<file path="config.mk">
export PLATFORM = sky130hd
export DESIGN_NAME = ec_host_command_v3_engine_flat
export DESIGN_NICKNAME = d
export VERILOG_FILES = /design/src/hdl/echc_pkg.sv /design/src/hdl/echc_in_if.sv /design/src/hdl/echc_out_if.sv /design/src/hdl/ec_host_command_v3_engine.sv /design/src/hdl/echc_ctrl.sv /design/src/hdl/echc_emit.sv /design/src/flat_wrapper.sv
export VERILOG_INCLUDE_DIRS = /design/src /design/src/hdl
export SDC_FILE = /design/constraint.sdc
export NUM_CORES = 1
export LEC_CHECK = 0
export ABC_AREA = 1
export BUFFER_PORTS_ARGS = -buffer_cell sky130_fd_sc_hd__buf_4
export CORE_ASPECT_RATIO = 1.25
export CORE_MARGIN = 2
export CORE_UTILIZATION = 34
export CTS_CLUSTER_DIAMETER = 100
export DETAILED_ROUTE_END_ITERATION = 6
export GPL_TIMING_DRIVEN = 0
export HOLD_SLACK_MARGIN = 0.02
export MAX_ROUTING_LAYER = met4
export PLACE_DENSITY_LB_ADDON = 0.15
export REMOVE_ABC_BUFFERS = 1
export SLEW_MARGIN = 0
export SYNTH_ARGS = -nofsm -noshare
export SYNTH_HDL_FRONTEND = slang
export SYNTH_SLANG_ARGS = --single-unit
</file>
<file path="constraint.sdc">
create_clock -name clk -period 4.01 [get_ports clk]
set_input_delay 0.401 -clock clk [delete_from_list [all_inputs] [get_ports clk]]
set_output_delay 0.401 -clock clk [all_outputs]
set_load 0.02 [all_outputs]
</file>
<file path="src/hdl/assert_macros.svh">
// assertion helpers for the rtl
`ifndef ASSERT_MACROS_SVH
`define ASSERT_MACROS_SVH

// checked on every rising edge outside reset
`define ECHC_ASSERT(label, prop, msg) \
  label: assert property (@(posedge clk) disable iff (rst) prop) else $error(msg);

// checked on every rising edge, reset included
`define ECHC_ASSERT_ALWAYS(label, prop, msg) \
  label: assert property (@(posedge clk) prop) else $error(msg);

`endif

</file>
<file path="src/hdl/echc_pkg.sv">
// ---------------------------------------------------------------------------
// echc_pkg
// Types, codes and helpers for the version 3 host command engine.
// ---------------------------------------------------------------------------
`default_nettype none

package echc_pkg;

  localparam int MAX_PAYLOAD_DEF = 248;
  localparam logic [7:0] PROTO_VERSION = 8'd3;

  typedef enum logic [1:0] {
    CMD_START   = 2'd0,
    CMD_RESULT  = 2'd1,
    CMD_REPLY   = 2'd2,
    CMD_TIMEOUT = 2'd3
  } cmd_t;

  typedef enum logic [1:0] {
    KIND_REQUEST = 2'd0,
    KIND_PAYLOAD = 2'd1,
    KIND_STATUS  = 2'd2
  } kind_t;

  typedef enum logic [2:0] {
    ST_OK        = 3'd0,
    ST_TIMEOUT   = 3'd1,
    ST_EC_ERROR  = 3'd2,
    ST_BAD_VER   = 3'd3,
    ST_BAD_HDR   = 3'd4,
    ST_TOO_BIG   = 3'd5,
    ST_BAD_CSUM  = 3'd6
  } status_t;

  typedef enum logic [1:0] {
    PH_IDLE    = 2'd0,
    PH_RESULT  = 2'd1,
    PH_HEADER  = 2'd2,
    PH_PAYLOAD = 2'd3
  } phase_t;

  typedef struct packed {
    kind_t       kind;
    logic [7:0]  data_byte;
    status_t     status;
    logic [7:0]  length;
    logic        last;
  } res_t;

  // one accepted item's results: a request header or one or two plain results
  typedef struct packed {
    logic        is_start;
    logic [7:0]  cmd_lo;
    logic [7:0]  cmd_hi;
    logic [7:0]  csum;
    logic        two;
    res_t        r0;
    res_t        r1;
  } bnd_t;

  function automatic res_t mk_status(status_t st, logic [7:0] data, logic [7:0] len);
    res_t r;
    r.kind      = KIND_STATUS;
    r.data_byte = data;
    r.status    = st;
    r.length    = len;
    r.last      = 1'b1;
    return r;
  endfunction

  function automatic logic [7:0] req_byte(logic [7:0] lo, logic [7:0] hi,
                                          logic [7:0] csum, logic [2:0] idx);
    logic [7:0] b;
    unique case (idx)
      3'd0:    b = PROTO_VERSION;
      3'd1:    b = csum;
      3'd2:    b = lo;
      3'd3:    b = hi;
      default: b = 8'd0;
    endcase
    return b;
  endfunction

endpackage

`default_nettype wire

</file>
<file path="src/hdl/echc_in_if.sv">
// ---------------------------------------------------------------------------
// echc_in_if
// Input item channel: command, value and reply limit.
// ---------------------------------------------------------------------------
`default_nettype none

interface echc_in_if;
  logic        valid;
  logic        ready;
  logic [1:0]  command;
  logic [15:0] value;
  logic [7:0]  max_len;

  modport source (output valid, command, value, max_len, input ready);
  modport sink   (input valid, command, value, max_len, output ready);
endinterface

`default_nettype wire

</file>
<file path="src/hdl/echc_out_if.sv">
// ---------------------------------------------------------------------------
// echc_out_if
// Result item channel: request bytes, payload bytes and final status.
// ---------------------------------------------------------------------------
`default_nettype none

interface echc_out_if;
  logic       valid;
  logic       ready;
  logic [1:0] kind;
  logic [7:0] data_byte;
  logic [2:0] status;
  logic [7:0] length;
  logic       last;

  modport source (output valid, kind, data_byte, status, length, last, input ready);
  modport sink   (input valid, kind, data_byte, status, length, last, output ready);
endinterface

`default_nettype wire

</file>
<file path="src/hdl/ec_host_command_v3_engine.sv">
// ---------------------------------------------------------------------------
// ec_host_command_v3_engine
// Host side of the version 3 packet exchange with an embedded controller.
// ---------------------------------------------------------------------------
// in_ch carries items: start (command code, reply limit), result byte,
// reply byte, or ready timeout. out_ch carries request header bytes,
// reply payload bytes and one final status item per exchange not cut off by a new start.
// An item is taken when valid and ready are both high. Its results
// are registered into the output stage, or into the skid stage while
// the output is busy: a start gives eight request bytes, a payload
// byte gives one item, or two when it is the last one (payload then
// status). Items with no result leave the output untouched.
// Throughput is one input item per cycle while each item gives at most
// one result and the receiver is ready; the output register walks
// bundles one item per ready cycle, so after a start the next item with
// results waits in the skid stage and input stalls until it moves up.
// A stalled receiver holds the output item; one more input item with
// results is taken into the skid stage, then ready drops until the held
// bundle has gone out and the skid item has moved up.
// Synchronous reset returns the exchange to idle and empties both stages.
// ---------------------------------------------------------------------------
`default_nettype none

module ec_host_command_v3_engine
  import echc_pkg::*;
#(
  parameter int MAX_PAYLOAD = MAX_PAYLOAD_DEF
) (
  input  wire logic  clk,
  input  wire logic  rst,
  echc_in_if.sink    in_ch,
  echc_out_if.source out_ch
);

  logic acc;
  logic in_ready;
  logic bnd_valid;
  bnd_t bnd;

  assign in_ch.ready = in_ready;
  assign acc         = in_ch.valid && in_ready;

  echc_ctrl #(
    .MAX_PAYLOAD(MAX_PAYLOAD)
  ) u_ctrl (
    .clk       (clk),
    .rst       (rst),
    .acc       (acc),
    .command   (in_ch.command),
    .value     (in_ch.value),
    .max_len   (in_ch.max_len),
    .bnd_valid (bnd_valid),
    .bnd       (bnd)
  );

  echc_emit u_emit (
    .clk       (clk),
    .rst       (rst),
    .bnd_valid (bnd_valid),
    .bnd       (bnd),
    .in_ready  (in_ready),
    .out_ch    (out_ch)
  );

endmodule

`default_nettype wire

</file>
<file path="src/hdl/echc_ctrl.sv">
// ---------------------------------------------------------------------------
// echc_ctrl
// Exchange state, reply header checks and result bundle for each item.
// ---------------------------------------------------------------------------
`default_nettype none

module echc_ctrl
  import echc_pkg::*;
#(
  parameter int MAX_PAYLOAD = MAX_PAYLOAD_DEF
) (
  input  wire logic        clk,
  input  wire logic        rst,
  input  wire logic        acc,
  input  wire logic [1:0]  command,
  input  wire logic [15:0] value,
  input  wire logic [7:0]  max_len,
  output logic             bnd_valid,
  output bnd_t             bnd
);

  localparam logic [7:0] MaxPayload = 8'(MAX_PAYLOAD);

  phase_t      phase, phase_next;
  logic [2:0]  header_count, header_count_next;
  logic [7:0]  payload_count, payload_count_next;
  logic [7:0]  running_sum, running_sum_next;
  logic [7:0]  reply_version, reply_version_next;
  logic [15:0] reserved_word, reserved_word_next;
  logic [15:0] payload_len, payload_len_next;
  logic [7:0]  reply_limit, reply_limit_next;

  logic [7:0]  b;
  logic [7:0]  sum_add;
  logic [7:0]  pc_inc;
  logic [15:0] rsv_new;
  res_t        pay_res;

  assign b       = value[7:0];
  assign sum_add = running_sum + b;
  assign pc_inc  = payload_count + 8'd1;
  assign rsv_new = {b, reserved_word[7:0]};

  always_comb begin
    pay_res.kind      = KIND_PAYLOAD;
    pay_res.data_byte = b;
    pay_res.status    = ST_OK;
    pay_res.length    = 8'd0;
    pay_res.last      = 1'b0;
  end

  always_comb begin
    phase_next         = phase;
    header_count_next  = header_count;
    payload_count_next = payload_count;
    running_sum_next   = running_sum;
    reply_version_next = reply_version;
    reserved_word_next = reserved_word;
    payload_len_next   = payload_len;
    reply_limit_next   = reply_limit;
    bnd_valid          = 1'b0;
    bnd.is_start       = 1'b0;
    bnd.cmd_lo         = value[7:0];
    bnd.cmd_hi         = value[15:8];
    bnd.csum           = 8'd0 - (PROTO_VERSION + value[7:0] + value[15:8]);
    bnd.two            = 1'b0;
    bnd.r0             = pay_res;
    bnd.r1             = mk_status(ST_OK, 8'd0, 8'd0);

    if (acc) begin
      unique case (command)
        CMD_START: begin
          bnd_valid          = 1'b1;
          bnd.is_start       = 1'b1;
          reply_limit_next   = (max_len > MaxPayload) ? MaxPayload : max_len;
          header_count_next  = 3'd0;
          payload_count_next = 8'd0;
          running_sum_next   = 8'd0;
          phase_next         = PH_RESULT;
        end
        CMD_TIMEOUT: begin
          if (phase != PH_IDLE) begin
            bnd_valid  = 1'b1;
            bnd.r0     = mk_status(ST_TIMEOUT, 8'd0, 8'd0);
            phase_next = PH_IDLE;
          end
        end
        CMD_RESULT: begin
          if (phase == PH_RESULT) begin
            if (b != 8'd0) begin
              bnd_valid  = 1'b1;
              bnd.r0     = mk_status(ST_EC_ERROR, b, 8'd0);
              phase_next = PH_IDLE;
            end else begin
              header_count_next  = 3'd0;
              running_sum_next   = 8'd0;
              reply_version_next = 8'd0;
              reserved_word_next = 16'd0;
              payload_len_next   = 16'd0;
              phase_next         = PH_HEADER;
            end
          end
        end
        default: begin
          if (phase == PH_HEADER) begin
            running_sum_next  = sum_add;
            header_count_next = header_count + 3'd1;
            case (header_count)
              3'd0: reply_version_next = b;
              3'd4: payload_len_next   = {payload_len[15:8], b};
              3'd5: payload_len_next   = {b, payload_len[7:0]};
              3'd6: reserved_word_next = {reserved_word[15:8], b};
              3'd7: reserved_word_next = rsv_new;
              default: ;
            endcase
            if (header_count == 3'd7) begin
              if (reply_version != PROTO_VERSION) begin
                bnd_valid  = 1'b1;
                bnd.r0     = mk_status(ST_BAD_VER, 8'd0, 8'd0);
                phase_next = PH_IDLE;
              end else if (rsv_new != 16'd0) begin
                bnd_valid  = 1'b1;
                bnd.r0     = mk_status(ST_BAD_HDR, 8'd0, 8'd0);
                phase_next = PH_IDLE;
              end else if (payload_len > {8'd0, reply_limit}) begin
                bnd_valid  = 1'b1;
                bnd.r0     = mk_status(ST_TOO_BIG, 8'd0, 8'd0);
                phase_next = PH_IDLE;
              end else if (payload_len == 16'd0) begin
                bnd_valid  = 1'b1;
                bnd.r0     = mk_status(ST_OK, 8'd0, 8'd0);
                phase_next = PH_IDLE;
              end else begin
                payload_count_next = 8'd0;
                phase_next         = PH_PAYLOAD;
              end
            end
          end else if (phase == PH_PAYLOAD) begin
            running_sum_next   = sum_add;
            payload_count_next = pc_inc;
            bnd_valid          = 1'b1;
            bnd.r0             = pay_res;
            if ({8'd0, pc_inc} == payload_len) begin
              bnd.two    = 1'b1;
              phase_next = PH_IDLE;
              if (sum_add != 8'd0) begin
                bnd.r1 = mk_status(ST_BAD_CSUM, 8'd0, 8'd0);
              end else begin
                bnd.r1 = mk_status(ST_OK, 8'd0, payload_len[7:0]);
              end
            end
          end
        end
      endcase
    end
  end

  always_ff @(posedge clk) begin
    if (rst) begin
      phase         <= PH_IDLE;
      header_count  <= 3'd0;
      payload_count <= 8'd0;
      running_sum   <= 8'd0;
      reply_version <= 8'd0;
      reserved_word <= 16'd0;
      payload_len   <= 16'd0;
      reply_limit   <= 8'd0;
    end else begin
      phase         <= phase_next;
      header_count  <= header_count_next;
      payload_count <= payload_count_next;
      running_sum   <= running_sum_next;
      reply_version <= reply_version_next;
      reserved_word <= reserved_word_next;
      payload_len   <= payload_len_next;
      reply_limit   <= reply_limit_next;
    end
  end

endmodule

`default_nettype wire

</file>
<file path="src/hdl/echc_emit.sv">
// ---------------------------------------------------------------------------
// echc_emit
// Skid stage and output register; sends a bundle one item per ready cycle.
// ---------------------------------------------------------------------------
`default_nettype none

module echc_emit
  import echc_pkg::*;
(
  input  wire logic  clk,
  input  wire logic  rst,
  input  wire logic  bnd_valid,
  input  wire bnd_t  bnd,
  output logic       in_ready,
  echc_out_if.source out_ch
);

  `include "assert_macros.svh"

  logic       main_valid;
  bnd_t       main;
  logic [2:0] idx;
  logic       skid_valid;
  bnd_t       skid;

  logic [2:0] last_idx;
  logic       out_fire;
  logic       main_done;
  logic       main_free;
  res_t       plain;

  assign last_idx  = main.is_start ? 3'd7 : {2'b00, main.two};
  assign out_fire  = main_valid && out_ch.ready;
  assign main_done = out_fire && (idx == last_idx);
  assign main_free = !main_valid || main_done;
  assign in_ready  = !skid_valid;

  always_ff @(posedge clk) begin
    if (rst) begin
      main_valid <= 1'b0;
      skid_valid <= 1'b0;
      idx        <= 3'd0;
    end else begin
      if (main_free) begin
        idx <= 3'd0;
        if (skid_valid) begin
          main_valid <= 1'b1;
          skid_valid <= 1'b0;
        end else begin
          main_valid <= bnd_valid;
        end
      end else begin
        if (out_fire) begin
          idx <= idx + 3'd1;
        end
        if (bnd_valid) begin
          skid_valid <= 1'b1;
        end
      end
    end
  end

  always_ff @(posedge clk) begin
    if (main_free) begin
      main <= skid_valid ? skid : bnd;
    end
    if (!main_free && bnd_valid) begin
      skid <= bnd;
    end
  end

  assign plain = (idx == 3'd0) ? main.r0 : main.r1;

  always_comb begin
    out_ch.valid = main_valid;
    if (main.is_start) begin
      out_ch.kind      = KIND_REQUEST;
      out_ch.data_byte = req_byte(main.cmd_lo, main.cmd_hi, main.csum, idx);
      out_ch.status    = ST_OK;
      out_ch.length    = 8'd0;
      out_ch.last      = (idx == 3'd7);
    end else begin
      out_ch.kind      = plain.kind;
      out_ch.data_byte = plain.data_byte;
      out_ch.status    = plain.status;
      out_ch.length    = plain.length;
      out_ch.last      = plain.last;
    end
  end

  `ECHC_ASSERT(skid_needs_main, skid_valid |-> main_valid, "skid full with output empty")
  `ECHC_ASSERT(idx_in_range, main_valid |-> (idx <= last_idx), "item index past bundle end")
  `ECHC_ASSERT(skid_holds, (skid_valid && !main_done) |=> skid_valid, "skid item dropped")

endmodule

`default_nettype wire

</file>
<file path="src/flat_wrapper.sv">
// flat-port wrapper written by rule: the top's interface ports become plain ports
module ec_host_command_v3_engine_flat import echc_pkg::*;
#(
  parameter int MAX_PAYLOAD = MAX_PAYLOAD_DEF
)
  (clk, rst, in_ch_valid, in_ch_command, in_ch_value, in_ch_max_len, in_ch_ready, out_ch_valid, out_ch_kind, out_ch_data_byte, out_ch_status, out_ch_length, out_ch_last, out_ch_ready);
  echc_in_if in_ch_i ();
  echc_out_if out_ch_i ();
  input  wire logic clk;
  input  wire logic rst;
  input wire logic [$bits(in_ch_i.valid)-1:0] in_ch_valid;
  input wire logic [$bits(in_ch_i.command)-1:0] in_ch_command;
  input wire logic [$bits(in_ch_i.value)-1:0] in_ch_value;
  input wire logic [$bits(in_ch_i.max_len)-1:0] in_ch_max_len;
  output wire logic [$bits(in_ch_i.ready)-1:0] in_ch_ready;
  output wire logic [$bits(out_ch_i.valid)-1:0] out_ch_valid;
  output wire logic [$bits(out_ch_i.kind)-1:0] out_ch_kind;
  output wire logic [$bits(out_ch_i.data_byte)-1:0] out_ch_data_byte;
  output wire logic [$bits(out_ch_i.status)-1:0] out_ch_status;
  output wire logic [$bits(out_ch_i.length)-1:0] out_ch_length;
  output wire logic [$bits(out_ch_i.last)-1:0] out_ch_last;
  input wire logic [$bits(out_ch_i.ready)-1:0] out_ch_ready;
  assign in_ch_i.valid = in_ch_valid;
  assign in_ch_i.command = in_ch_command;
  assign in_ch_i.value = in_ch_value;
  assign in_ch_i.max_len = in_ch_max_len;
  assign in_ch_ready = in_ch_i.ready;
  assign out_ch_valid = out_ch_i.valid;
  assign out_ch_kind = out_ch_i.kind;
  assign out_ch_data_byte = out_ch_i.data_byte;
  assign out_ch_status = out_ch_i.status;
  assign out_ch_length = out_ch_i.length;
  assign out_ch_last = out_ch_i.last;
  assign out_ch_i.ready = out_ch_ready;
  ec_host_command_v3_engine #(.MAX_PAYLOAD(MAX_PAYLOAD)) u_core (.clk(clk), .rst(rst), .in_ch(in_ch_i), .out_ch(out_ch_i));
endmodule
</file>
==> out/qor.csv <==
metric,value,unit
status,completed,
cts_root_buf,clkbuf_16,
cts_tree,yes,
die_x,148.7,µm
timing.hold.ws,158.6,ps
use_met1,0.2217,
ant_nets,0,
dr.pass1.iters,4,
grtUsageMet2,0.2761,
critical_path_arrival,3700,ps
p_per_area,393.8,nW/µm²
slowest_stage,inv_1,
place_congestion,0.8321,
path_cells,buf_12 -> inv_2 -> nand2_1 -> inv_1 -> nand2_1 -> nand2_1 -> nand3_1 -> nor2_4 -> buf_12,
crit_start,u_core.u_emit.skid_valid,
design_area,10150,µm²
crit_path_end,u_core.u_emit.skid[50],
path_buf_inv,4,
cp_max_fo,47,
grt_pass1_vias,6685,
diodes,0,
dieArea,27510,µm²
clkTransAtPathRegs,70,ps
synthesis.area,8904,µm²
fin_nets,1160,
clk_latency,440,ps
synthToLayoutAreaGrowth,14.00,%
hold_path.class,in -> reg,
fill_cells,2694,
cp_num_cells,9,
die_height,184.9,µm
cpPeakStageDelay,580,ps
ff2ff_setup_slack,430,ps
cts_buffer_depth,2,
worstMarginPinSlew,709.1,ps
final_util,0.3914,
numCtsBuffers,17,
worstReg2RegEnd,u_core.u_emit.skid[50],
dp_hpwl,15480,µm
avgSynthCellArea,8.504,µm²
vdd_drop_max,276.5,µV
setup_viol,0,
fp-row-count,66,
post-place-cells,1404,
ys.warnings.count,0,
cts_hold_buffers,0,
core_area,25930,µm²
ff_latch_area,4205,µm²
fin_cells,1436,
maxCapViolCount,0,
io_buffers,53,
postPlaceCellArea,9615,µm²
rr_startpoint,u_core.u_emit.skid_valid,
cts_setup_buffers,0,
syn_inst,1047,
fin_tns_setup,0,ps
period_minus_slack,3577,ps
hold_viol_final,0,
cp-start-kind,register,
grt_max_degree,48,
cts_sinks,162,
wl_per_cell,15.30,µm
grt-busiest-layer,met2,
critPathCaptureType,register,
wirelength,21970,µm
cts_htree_levels,4,
crit_type,reg -> reg,
synth_cell_types,48,
p_leak,4.054,nW
crit_top_cell,nand2_1,
start_util,0.3434,
r2r_cells,9,
synth-seq-cells,162,
finalMaxSlewViolations,0,
via_per_inst,4.811,
grt_pass1_wl,35530,µm
seq_area_frac_synth,0.4722,
drc_errors,0,
vias,6908,
critPathRequiredTime,4130,ps
io-pin-count,54,
postCtsResizedCells,0,
fin_crit_sh,0.8921,
drtIter0Drc,422,
grt-ovfl-total,0,
antenna_found_initial,0,
grt_usage,0.1713,
use_met3,0.02882,
finClkSkew,16.32,ps
rsz0062_at_grt,no,
drive_gt1_frac,0.1396,
critPathTopFamily,buffers and inverters,
clock.fmax,0.2795,GHz
relSlewSlack,0.5267,
multiInputGateArea,4015,µm²
## worst register-to-register path, cell delays in order, from the launching register on
cell,delay [ps]
dfxtp_2,400
buf_12,210
inv_2,500
nand2_1,280
inv_1,580
nand2_1,220
nand2_1,100
nand3_1,170
nor2_4,490
buf_12,280
## kinds of logic (layout without fill, tap and decap cells)
| family | Yosys count | in the layout | synth area share |
|---|---|---|---|
| buffers and inverters | 172 | 221 | 0.07771 |
| adders and majority gates | 47 | 47 | 0.06773 |
| xor gates and xnor gates | 14 | 14 | 0.01462 |
| DFF | 162 | 162 | 0.4722 |
| and+or+nand+nor | 434 | 434 | 0.2258 |
| AOI/OAI and AO/OA | 218 | 218 | 0.1419 |
## worst min path at each step
stage / startpoint / endpoint / cells after the start
after CTS: in_ch_value[13] / u_core.u_emit.skid[58] / 1
after floorplan: u_core.u_ctrl.reply_version[2] / u_core.u_ctrl.reply_version[2] / 2
after global routing: in_ch_value[13] / u_core.u_emit.skid[58] / 1
after detailed placement: u_core.u_ctrl.reserved_word[5] / u_core.u_ctrl.reserved_word[5] / 2
final: in_ch_value[13] / u_core.u_emit.skid[58] / 1
after global placement: u_core.u_ctrl.reserved_word[7] / u_core.u_ctrl.reserved_word[7] / 2
## state kept, by name, indices dropped and copies added, names as in the netlist, 8 cells and up
signal	cells
u_core.u_ctrl.reserved_word	8
u_core.u_ctrl.running_sum	8
u_core.u_emit.main	48
u_core.u_ctrl.reply_version	8
u_core.u_ctrl.reply_limit	8
u_core.u_ctrl.payload_len	16
u_core.u_ctrl.payload_count	8
u_core.u_emit.skid	48
## cell usage after synthesis (all sizes together)
master	number	area [µm²]
nand2	231	884.6
inv	130	493.0
edfxtp	96	2883
o21ai	92	471.7
a21oi	84	424.2
nor2	81	361.6
nand3	72	365.3
dfxtp	66	1321
ha	45	563.0
clkbuf	28	105.1
nand4	25	198.9
a211oi	15	132.6
nor3	14	120.1
buf	11	82.57
o211ai	10	88.83
xor2	10	95.10
nand3b	9	67.56
a22o	6	52.55
xnor2	4	35.03
a21o	3	22.52
clkinv	3	11.26
a221oi	2	17.52
a31oi	2	12.51
fa	2	40.04
or2	2	12.52
a2111oi	1	15.01
a21boi	1	7.510
o221a	1	11.26
o31ai	1	7.510
## through the flow
| step | power (mW) | worst slack, ps |
|---|---|---|
| 2_1_floorplan | 2.331 | -624.4 |
| 3_3_place_gp | 2.539 | -2942 |
| 3_5_place_dp | 2.550 | 387.3 |
| 4_1_cts | 4.057 | 366.0 |
| 5_1_grt | 4.202 | 118.5 |
| 6_report | 3.997 | 432.6 |
## layout by cell type, fill, tap and decap left out, drive strengths merged
master	instances
nand3	72
dfxtp	66
xnor2	4
o21ai	92
a31oi	2
buf	56
clkbuf	17
a221oi	2
ha	45
a2111oi	1
a21o	3
nand3b	9
o31ai	1
nand2	231
clkinvlp	1
o221a	1
a22o	6
xor2	10
o211ai	10
a211oi	15
or2	2
nor2	81
edfxtp	96
nand4	25
fa	2
inv	134
nor3	14
a21boi	1
clkinv	13
a21oi	84
## routing by layer
metal / vias to the layer above / part of all wire
met3: 15 / 0.027
li1: 3620 / -
met1: 3189 / 0.48
met4: 0 / 0.014
met2: 84 / 0.48
met5: - / 0
## layout make-up
class                   instances  area share
inverters                     133     0.04968
clock inverters                15     0.01072
clock buffers                  17     0.04191
well taps                     340     0.04191
flip-flops and latches        162      0.4143
multi-input cells             713      0.3956
repair buffers                 56     0.04586
## where the power goes
part	internal, mW	leakage (nW)	total (mW)	switching [mW]
sequential	1.90	1.48	1.94	0.0418
clock	0.795	0.263	1.49	0.696
combinational	0.193	2.31	0.567	0.374
total	2.88	4.05	4.00	1.11
(Power assumes the default switching activity.)
